[config.mk]
export PLATFORM = sky130hd
export DESIGN_NAME = radar_frame_parser_flat
export DESIGN_NICKNAME = d
export VERILOG_FILES = /design/src/hw/rtl/rfp_pkg.sv /design/src/hw/rtl/rfp_byte_if.sv /design/src/hw/rtl/rfp_result_if.sv /design/src/hw/rtl/rfp_cfg_if.sv /design/src/hw/rtl/rfp_cfg_regs.sv /design/src/hw/rtl/rfp_frame_fsm.sv /design/src/hw/rtl/rfp_out_reg.sv /design/src/hw/rtl/radar_frame_parser.sv /design/src/flat_wrapper.sv
export SDC_FILE = /design/constraint.sdc
export NUM_CORES = 1
export LEC_CHECK = 0
export BUFFER_PORTS_ARGS = -buffer_cell sky130_fd_sc_hd__buf_2
export CORE_MARGIN = 1
export CORE_UTILIZATION = 50
export DETAILED_ROUTE_END_ITERATION = 8
export PLACE_DENSITY = 0.65
export RECOVER_POWER = 25
export SLEW_MARGIN = 30
export SYNTH_ARGS = -nofsm -noshare
export SYNTH_HDL_FRONTEND = slang
export SYNTH_HIERARCHICAL = 1
export SYNTH_SLANG_ARGS = --single-unit
export TNS_END_PERCENT = 5
[constraint.sdc]
create_clock -name clk -period 11.7 [get_ports clk]
set_input_delay 0.585 -clock clk [delete_from_list [all_inputs] [get_ports clk]]
set_output_delay 0.585 -clock clk [all_outputs]
set_load 0.1 [all_outputs]
[src/hw/rtl/rfp_pkg.sv]
// shared types, constants and helpers for the radar frame parser
// no dependencies; compiled first

package rfp_pkg;

    // largest payload length that is accepted
    localparam logic [15:0] MAX_PAYLOAD = 16'd64;

    // configuration register indexes
    localparam int unsigned CFG_INDEX_W = 2;
    localparam logic [CFG_INDEX_W-1:0] CFG_HEADER_WORD = 2'd0;
    localparam logic [CFG_INDEX_W-1:0] CFG_FOOTER_WORD = 2'd1;

    localparam logic [31:0] HEADER_WORD_RESET = 32'hF1F2_F3F4;
    localparam logic [31:0] FOOTER_WORD_RESET = 32'hF5F6_F7F8;

    // target status codes; MOVING and MOVE_STILL mean a moving target
    localparam logic [7:0] STATUS_NONE       = 8'h00;
    localparam logic [7:0] STATUS_MOVING     = 8'h01;
    localparam logic [7:0] STATUS_MOVE_STILL = 8'h03;

    // payload byte positions that are kept
    localparam logic [15:0] POS_STATUS   = 16'd2;
    localparam logic [15:0] POS_MOVE_LO  = 16'd3;
    localparam logic [15:0] POS_MOVE_HI  = 16'd4;
    localparam logic [15:0] POS_STILL_LO = 16'd5;
    localparam logic [15:0] POS_STILL_HI = 16'd6;

    // minimum lengths for a result and for each distance
    localparam logic [15:0] LEN_RESULT = 16'd4;
    localparam logic [15:0] LEN_MOVE   = 16'd5;
    localparam logic [15:0] LEN_STILL  = 16'd7;

    typedef struct packed {
        logic [31:0] header_word;
        logic [31:0] footer_word;
    } cfg_regs_t;

    typedef struct packed {
        logic        presence;
        logic        motion;
        logic [15:0] distance_cm;
        logic [7:0]  target_status;
    } result_t;

    // byte idx of a 4-byte word, first byte in bits 7:0
    function automatic logic [7:0] word_byte(input logic [31:0] w, input logic [1:0] idx);
        word_byte = w[{idx, 3'b000} +: 8];
    endfunction

endpackage

[src/hw/rtl/rfp_byte_if.sv]
// byte stream channel: valid, ready and one received byte
// depends on nothing

interface rfp_byte_if;
    logic       valid;
    logic       ready;
    logic [7:0] rx_byte;

    modport source (output valid, output rx_byte, input ready);
    modport sink (input valid, input rx_byte, output ready);
endinterface

[src/hw/rtl/rfp_result_if.sv]
// result channel: valid, ready and the decoded target fields
// depends on nothing

interface rfp_result_if;
    logic        valid;
    logic        ready;
    logic        presence;
    logic        motion;
    logic [15:0] distance_cm;
    logic [7:0]  target_status;

    modport source (output valid, output presence, output motion, output distance_cm,
                    output target_status, input ready);
    modport sink (input valid, input presence, input motion, input distance_cm,
                  input target_status, output ready);
endinterface

[src/hw/rtl/rfp_cfg_if.sv]
// configuration write channel: valid, ready, register index and data
// depends on rfp_pkg

interface rfp_cfg_if;
    logic                             valid;
    logic                             ready;
    logic [rfp_pkg::CFG_INDEX_W-1:0]  index;
    logic [31:0]                      data;

    modport source (output valid, output index, output data, input ready);
    modport sink (input valid, input index, input data, output ready);
endinterface

[src/hw/rtl/rfp_cfg_regs.sv]
// header and footer word registers written through the config channel
// depends on rfp_pkg, rfp_cfg_if

module rfp_cfg_regs (
    input  logic               clk,
    input  logic               rst_n,
    rfp_cfg_if.sink            cfg,
    output rfp_pkg::cfg_regs_t regs
);

    logic [31:0] header_word_reg;
    logic [31:0] footer_word_reg;

    assign cfg.ready = 1'b1;

    always_ff @(posedge clk or negedge rst_n)
    begin
        if (!rst_n)
        begin
            header_word_reg <= rfp_pkg::HEADER_WORD_RESET;
            footer_word_reg <= rfp_pkg::FOOTER_WORD_RESET;
        end
        else if (cfg.valid && cfg.ready)
        begin
            case (cfg.index)
                rfp_pkg::CFG_HEADER_WORD: header_word_reg <= cfg.data;
                rfp_pkg::CFG_FOOTER_WORD: footer_word_reg <= cfg.data;
                default: ;
            endcase
        end
    end

    assign regs.header_word = header_word_reg;
    assign regs.footer_word = footer_word_reg;

endmodule

[src/hw/rtl/rfp_frame_fsm.sv]
// per-byte frame state machine: header, length, payload capture, footer
// depends on rfp_pkg; emits a one-cycle result strobe

module rfp_frame_fsm (
    input  logic               clk,
    input  logic               rst_n,
    input  logic               byte_fire,
    input  logic [7:0]         rx_byte,
    input  rfp_pkg::cfg_regs_t regs,
    output logic               res_fire,
    output rfp_pkg::result_t   res
);

    localparam logic [1:0] PH_HEADER = 2'd0;
    localparam logic [1:0] PH_LENGTH = 2'd1;
    localparam logic [1:0] PH_DATA   = 2'd2;
    localparam logic [1:0] PH_FOOTER = 2'd3;

    logic [1:0]  phase_reg, phase_next;
    logic [1:0]  match_reg, match_next;
    logic [15:0] len_reg, len_next;
    logic [15:0] pidx_reg, pidx_next;
    logic [7:0]  status_reg, status_next;
    logic [15:0] move_reg, move_next;
    logic [15:0] still_reg, still_next;

    logic [15:0] len_full;
    logic [15:0] pidx_inc;
    logic        moving;

    assign len_full = {rx_byte, len_reg[7:0]};
    assign pidx_inc = pidx_reg + 16'd1;
    assign moving   = (status_reg == rfp_pkg::STATUS_MOVING) ||
                      (status_reg == rfp_pkg::STATUS_MOVE_STILL);

    always_comb
    begin
        phase_next  = phase_reg;
        match_next  = match_reg;
        len_next    = len_reg;
        pidx_next   = pidx_reg;
        status_next = status_reg;
        move_next   = move_reg;
        still_next  = still_reg;
        res_fire    = 1'b0;

        res.presence      = status_reg != rfp_pkg::STATUS_NONE;
        res.motion        = moving;
        res.target_status = status_reg;
        res.distance_cm   = 16'd0;
        if (len_reg >= rfp_pkg::LEN_MOVE)
        begin
            if (moving)
                res.distance_cm = move_reg;
            else if (len_reg >= rfp_pkg::LEN_STILL)
                res.distance_cm = still_reg;
        end

        if (byte_fire)
        begin
            case (phase_reg)
                PH_HEADER:
                begin
                    if (rx_byte == rfp_pkg::word_byte(regs.header_word, match_reg))
                    begin
                        if (match_reg == 2'd3)
                        begin
                            phase_next = PH_LENGTH;
                            match_next = 2'd0;
                            pidx_next  = 16'd0;
                        end
                        else
                            match_next = match_reg + 2'd1;
                    end
                    else
                        // a mismatching byte may still open a new header
                        match_next = (rx_byte == regs.header_word[7:0]) ? 2'd1 : 2'd0;
                end
                PH_LENGTH:
                begin
                    if (pidx_reg == 16'd0)
                    begin
                        len_next  = {8'd0, rx_byte};
                        pidx_next = 16'd1;
                    end
                    else if (len_full > rfp_pkg::MAX_PAYLOAD)
                    begin
                        phase_next = PH_HEADER;
                        match_next = 2'd0;
                        len_next   = 16'd0;
                        pidx_next  = 16'd0;
                    end
                    else
                    begin
                        len_next   = len_full;
                        phase_next = PH_DATA;
                        pidx_next  = 16'd0;
                    end
                end
                PH_DATA:
                begin
                    // empty payload still swallows one byte here
                    if (pidx_reg < len_reg)
                    begin
                        case (pidx_reg)
                            rfp_pkg::POS_STATUS:   status_next       = rx_byte;
                            rfp_pkg::POS_MOVE_LO:  move_next[7:0]    = rx_byte;
                            rfp_pkg::POS_MOVE_HI:  move_next[15:8]   = rx_byte;
                            rfp_pkg::POS_STILL_LO: still_next[7:0]   = rx_byte;
                            rfp_pkg::POS_STILL_HI: still_next[15:8]  = rx_byte;
                            default: ;
                        endcase
                        pidx_next = pidx_inc;
                    end
                    if (pidx_next >= len_reg)
                    begin
                        phase_next = PH_FOOTER;
                        match_next = 2'd0;
                    end
                end
                default:
                begin
                    if (rx_byte != rfp_pkg::word_byte(regs.footer_word, match_reg) ||
                        match_reg == 2'd3)
                    begin
                        phase_next = PH_HEADER;
                        match_next = 2'd0;
                        len_next   = 16'd0;
                        pidx_next  = 16'd0;
                        res_fire   = (rx_byte ==
                                      rfp_pkg::word_byte(regs.footer_word, match_reg)) &&
                                     (len_reg >= rfp_pkg::LEN_RESULT);
                    end
                    else
                        match_next = match_reg + 2'd1;
                end
            endcase
        end
    end

    always_ff @(posedge clk or negedge rst_n)
    begin
        if (!rst_n)
        begin
            phase_reg <= PH_HEADER;
            match_reg <= 2'd0;
            len_reg   <= 16'd0;
            pidx_reg  <= 16'd0;
        end
        else
        begin
            phase_reg <= phase_next;
            match_reg <= match_next;
            len_reg   <= len_next;
            pidx_reg  <= pidx_next;
        end
    end

    always_ff @(posedge clk)
    begin
        status_reg <= status_next;
        move_reg   <= move_next;
        still_reg  <= still_next;
    end

`ifndef SYNTHESIS
    a_len_bounded: assert property (@(posedge clk) disable iff (!rst_n)
        (phase_reg == PH_DATA || phase_reg == PH_FOOTER) |-> len_reg <= rfp_pkg::MAX_PAYLOAD)
        else $error("payload length above limit past length phase");

    a_pidx_in_range: assert property (@(posedge clk) disable iff (!rst_n)
        (phase_reg == PH_DATA) |-> pidx_reg <= len_reg)
        else $error("payload index ran past payload length");

    a_len_phase_pidx: assert property (@(posedge clk) disable iff (!rst_n)
        (phase_reg == PH_LENGTH) |-> pidx_reg <= 16'd1)
        else $error("length phase index out of range");

    a_fire_at_footer_end: assert property (@(posedge clk) disable iff (!rst_n)
        res_fire |-> (byte_fire && phase_reg == PH_FOOTER && match_reg == 2'd3))
        else $error("result outside last footer byte");

    a_fire_restarts: assert property (@(posedge clk) disable iff (!rst_n)
        res_fire |=> (phase_reg == PH_HEADER && match_reg == 2'd0 && len_reg == 16'd0))
        else $error("parser did not restart after result");
`endif

endmodule

[src/hw/rtl/rfp_out_reg.sv]
// output register between the frame logic and the result channel
// depends on rfp_pkg, rfp_result_if

module rfp_out_reg (
    input  logic             clk,
    input  logic             rst_n,
    input  logic             load,
    input  rfp_pkg::result_t res,
    output logic             space,
    rfp_result_if.source     result
);

    logic             valid_reg, valid_next;
    rfp_pkg::result_t data_reg;

    // a held result drains in the same cycle a new one loads
    assign space      = !valid_reg || result.ready;
    assign valid_next = load ? 1'b1 : (valid_reg && !result.ready);

    always_ff @(posedge clk or negedge rst_n)
    begin
        if (!rst_n)
            valid_reg <= 1'b0;
        else
            valid_reg <= valid_next;
    end

    always_ff @(posedge clk)
    begin
        if (load)
            data_reg <= res;
    end

    assign result.valid         = valid_reg;
    assign result.presence      = data_reg.presence;
    assign result.motion        = data_reg.motion;
    assign result.distance_cm   = data_reg.distance_cm;
    assign result.target_status = data_reg.target_status;

`ifndef SYNTHESIS
    a_hold_stalled: assert property (@(posedge clk) disable iff (!rst_n)
        (valid_reg && !result.ready && !load) |=> (valid_reg && $stable(data_reg)))
        else $error("stalled result changed");

    a_no_overrun: assert property (@(posedge clk) disable iff (!rst_n)
        load |-> space)
        else $error("result loaded over an untaken one");

    a_drain: assert property (@(posedge clk) disable iff (!rst_n)
        (valid_reg && result.ready && !load) |=> !valid_reg)
        else $error("taken result not cleared");
`endif

endmodule

[src/hw/rtl/radar_frame_parser.sv]
// top level of the radar frame parser
// depends on rfp_pkg, the rfp channel interfaces, rfp_cfg_regs, rfp_frame_fsm, rfp_out_reg

// Parses the serial byte stream of a presence radar, one byte per request and
// up to one byte per clock. A frame is four header bytes, a little-endian 16-bit
// payload length, the payload and four footer bytes; header and footer bytes
// come from two config registers (index 0 header, index 1 footer, first byte in
// bits 7:0). Lengths above 64 drop the frame. A clean frame with length 4 or more
// yields one result request carrying presence, motion, raw target status and the
// distance in cm. The result is registered and shows up the clock after the last
// footer byte is taken. The per-byte state update sits between the accepted byte
// and the output register, and rx.ready drops only while a result waits untaken
// at the output. Config writes are always ready and belong to idle periods.

module radar_frame_parser (
    input  logic          clk,
    input  logic          rst_n,
    rfp_cfg_if.sink       cfg,
    rfp_byte_if.sink      rx,
    rfp_result_if.source  result
);

    rfp_pkg::cfg_regs_t regs;
    rfp_pkg::result_t   res;
    logic               res_fire;
    logic               space;
    logic               byte_fire;

    // byte requests stall only behind a waiting result
    assign rx.ready  = space;
    assign byte_fire = rx.valid && rx.ready;

    rfp_cfg_regs u_cfg_regs (
        .clk   (clk),
        .rst_n (rst_n),
        .cfg   (cfg),
        .regs  (regs)
    );

    // header, length, payload capture and footer checks
    rfp_frame_fsm u_frame_fsm (
        .clk       (clk),
        .rst_n     (rst_n),
        .byte_fire (byte_fire),
        .rx_byte   (rx.rx_byte),
        .regs      (regs),
        .res_fire  (res_fire),
        .res       (res)
    );

    // result holding stage
    rfp_out_reg u_out_reg (
        .clk    (clk),
        .rst_n  (rst_n),
        .load   (res_fire),
        .res    (res),
        .space  (space),
        .result (result)
    );

endmodule

[src/flat_wrapper.sv]
// flat-port wrapper written by rule: the top's interface ports become plain ports
module radar_frame_parser_flat 
  (clk, rst_n, cfg_valid, cfg_index, cfg_data, cfg_ready, rx_valid, rx_rx_byte, rx_ready, result_valid, result_presence, result_motion, result_distance_cm, result_target_status, result_ready);
  rfp_cfg_if cfg_i ();
  rfp_byte_if rx_i ();
  rfp_result_if result_i ();
  input  logic clk;
  input  logic rst_n;
  input wire logic [$bits(cfg_i.valid)-1:0] cfg_valid;
  input wire logic [$bits(cfg_i.index)-1:0] cfg_index;
  input wire logic [$bits(cfg_i.data)-1:0] cfg_data;
  output wire logic [$bits(cfg_i.ready)-1:0] cfg_ready;
  input wire logic [$bits(rx_i.valid)-1:0] rx_valid;
  input wire logic [$bits(rx_i.rx_byte)-1:0] rx_rx_byte;
  output wire logic [$bits(rx_i.ready)-1:0] rx_ready;
  output wire logic [$bits(result_i.valid)-1:0] result_valid;
  output wire logic [$bits(result_i.presence)-1:0] result_presence;
  output wire logic [$bits(result_i.motion)-1:0] result_motion;
  output wire logic [$bits(result_i.distance_cm)-1:0] result_distance_cm;
  output wire logic [$bits(result_i.target_status)-1:0] result_target_status;
  input wire logic [$bits(result_i.ready)-1:0] result_ready;
  assign cfg_i.valid = cfg_valid;
  assign cfg_i.index = cfg_index;
  assign cfg_i.data = cfg_data;
  assign cfg_ready = cfg_i.ready;
  assign rx_i.valid = rx_valid;
  assign rx_i.rx_byte = rx_rx_byte;
  assign rx_ready = rx_i.ready;
  assign result_valid = result_i.valid;
  assign result_presence = result_i.presence;
  assign result_motion = result_i.motion;
  assign result_distance_cm = result_i.distance_cm;
  assign result_target_status = result_i.target_status;
  assign result_i.ready = result_ready;
  radar_frame_parser u_core (.clk(clk), .rst_n(rst_n), .cfg(cfg_i), .rx(rx_i), .result(result_i));
endmodule
==> summary.md <==
| Metric | Value |
|---|---|
| Slew of the pin with the lowest slew margin | 2.08 ns |
| DP Cell Count | 931 |
| Post-CTS Setup Bufs | 0 |
| Outcome | finished with violations |
| Post-CTS resize count | 0 |
| Peak VDD IR | 138 uV |
| Number of CTS-inserted buffers | 17 |
| H-tree Lvls | 4 |
| Clock skew | 0.0151 ns |
| Final hold vios | 0 |
| Yosys Warn Count | 6 |
| Most used flip-flop cell after synthesis | edfxtp_1 |
| Setup CP Type | flip-flop to flip-flop |
| Initial antenna violation count | 0 |
| Layout Utilization | 58.2% |
| Total nets after synthesis | 752 |
| Reg2reg path depth | 15 |
| Die H | 133 um |
| EDFF count, synth | 66 |
| RSZ-0062 raised after global routing | no |
| Sequential-to-total area share from yosys stat | 53.5% |
| Gr usage total | 22.7% |
| DP HPWL | 13300 um |
| Antenna violation net count after detailed routing | 0 |
| Clock transition at path regs | 0.07 ns |
| Fin crit period | 4.35 ns |
| Final setup fails | 0 |
| Vias in the first global route | 5818 |
| Total Wirelength | 18700 um |
| Initial core utilization | 51.3% |
| Largest net degree at the start of global routing | 46 |
| Place WS | 7.23 ns |
| Cell Pwr Density | 184 nW/um^2 |
| MaxCap Viol Count | 1 |
| Die area | 17600 um^2 |
| Failing checks | capacitance limit, slew limit |
| Post-CTS Hold Buffers | 0 |
| Routed len/inst | 19.4 um |
| Top-area cell type share of the netlist area | 23.2% |
| Fin cells | 963 |
| Final #Nets | 817 |
| Post-Syn Area per Cell | 12.8 um^2 |
| First-pass GRT wire length | 30700 um |
| DRT iter0 DRCs | 434 |
| GRT overflow | 0 |
| Root Buffer | clkbuf_16 |
| Synthesis-stage register bit count | 167 |
| Fraction of registers with async set/reset | 60.5% |
| CTS Sinks | 167 |
| Crit path DAT | 4.68 ns |
| CP Data Required Time | 12.03 ns |
| Setup TNS Final | 0 ns |
| # rows | 47 |
| Slew Viols, Final | 38 |
| Relative slew slack | -38.6% |
| I/O pins | 76 |
| Leading area contributor after synthesis | edfxtp_1 |
| PortBufs | 74 |
| Deepest clock path buffer count | 2 |
| Core area | 16600 um^2 |
| Post-synth cell types | 71 |
| Layout cell share with drive strength beyond 1 | 32.2% |
| Mapped Cells | 665 |
| Routability Congestion | 0.933 |
| Antenna diodes | 0 |
| Synth Cell Area | 8540 um^2 |
| DRT Pass-1 Iters | 5 |
| Fmax | 0.230 GHz |
| Die W | 133 um |
| Synth top area cells | edfxtp_1, dfrtp_1, dfstp_2, mux2_2, ha_1 |
| Crit start category | flip-flop |
| P&R area growth vs syn | 13.5% |
| Hold Crit Class | input port to async pin |
| Layout filler cell count | 1354 |
| CTS tree | done |
| Setup WS post-layout | 7.35 ns |
| Crit. End Element | flip-flop |
| Clk_lat worst skew | 0.44 ns |
| Vias per cell | 5.92 |
| Vias | 5697 |
| Lkg Pwr | 3.81 nW |
| Hold slack final | 0.375 ns |
| Final Cycle Share | 37.2% |
| Max FO, Critical Path | 11 |
| Residual DRC | 0 |
[per-layer routing]
metal / global-route usage [%] / wire, um / up-vias
met3: 5.17 / 899 / 30
met1: 29.4 / 8190 / 2839
li1: - / - / 2651
met2: 37.2 / 9220 / 177
met4: 8.56 / 399 / 0
met5: 0 / 0 / -
[where the power goes]
group	switching [mW]	internal (mW)	total (mW)
combinational	0.277	0.203	0.480
clock	0.271	0.291	0.563
sequential	0.0411	0.698	0.739
total	0.590	1.19	1.78
[cells in the final DEF, fill, tap and decap left out, drive strengths merged, types with 8 or more instances in the layout]
master	synthesis	layout
nand2b	8	8
a21oi	19	19
dfrtp	56	56
a21o	8	8
nor2	40	40
inv	28	36
edfxtp	66	66
o21ai	14	14
dfstp	45	45
a31oi	8	8
xnor2	37	37
a22o	8	8
mux2	64	64
nand4	8	8
a22oi	16	16
nand2	31	31
nor4	12	12
mux4	16	16
clkbuf	24	27
and4	8	8
nor3	11	11
buf	11	71
ha	40	40
[synth_stat cells (all sizes together), types with 3 or more instances]
library cell and number:
edfxtp 66, mux2 64, dfrtp 56, dfstp 45
ha 40, nor2 40, xnor2 37, nand2 31
inv 28, clkbuf 24, a21oi 19, a22oi 16
mux4 16, o21ai 14, nor4 12, buf 11
nor3 11, a21o 8, a22o 8, a31oi 8
and4 8, nand2b 8, nand4 8, and3 7
a211oi 6, and2 6, nor3b 6, a2111oi 5
a41oi 5, o211ai 4, o21a 4, nand4b 3
nor2b 3, o2111ai 3, o211a 3, o311ai 3
o32ai 3
[kinds of logic after synthesis]
family	Yosys count	share of synthesized area, %
XOR/XNOR	38	4.07
buffers and inverters	63	3.55
AO/OA/AOI/OAI	121	10.3
other	1	0.0439
AND/OR/NAND/NOR	155	10.0
flip-flops	167	53.5
multiplexers	80	12.7
adder cells (fa/ha/maj)	40	5.86
[final cells by class]
type	count	area [um^2]	share of cell area, %
Tap cell	220	275	2.84
Clock buffer	17	425	4.39
Sequential cell	167	4570	47.1
Clock inverter	15	186	1.92
Inverter	28	105	1.08
Multi-Input combinational cell	435	3700	38.2
Timing Repair Buffer	81	428	4.42
[final timing paths]
kind	start	to	slack [ns]
max	u_core/u_frame_fsm/len_reg[6]$_DFFE_PN0P_	u_core/u_frame_fsm/phase_reg[0]$_DFFE_PN0P_	7.35
min	rst_n	u_core/u_frame_fsm/len_reg[8]$_DFFE_PN0P_	0.38
max reg2reg	u_core/u_frame_fsm/len_reg[6]$_DFFE_PN0P_	u_core/u_frame_fsm/phase_reg[0]$_DFFE_PN0P_	7.35
min reg2reg	u_core/u_frame_fsm/status_reg[3]$_DFFE_PP_	u_core/u_out_reg/result.target_status[3]$_DFFE_PP_	0.45
max in group asynchronous	rst_n	u_core/u_cfg_regs/footer_word_reg[27]$_DFFE_PN0P_	8.81
min in group clk	cfg_data[0]	u_core/u_cfg_regs/header_word_reg[0]$_DFFE_PN0P_	0.38
[stage by stage]
step / power [mW] / area, um^2
final: 1.78 / 9690
after detailed placement: 1.23 / 9090
after global placement: 1.21 / 9050
after global routing: 1.88 / 9690
after CTS: 1.80 / 9700
after floorplan: 1.10 / 8540
[critical path, cell delays in order (launching register included)]
cell,delay [ns]
dfrtp_1,0.38
inv_1,0.10
ha_1,0.32
a21o_1,0.18
a21o_1,0.20
a311o_1,0.39
a21oi_1,0.70
nand2_1,0.20
xnor2_1,0.19
ha_1,0.29
o21ai_0,0.07
o21ai_0,0.15
a21oi_1,0.15
o211a_1,0.29
or3_1,0.41
o32ai_1,0.24
No activity file was read; power rests on OpenSTA's default activity.
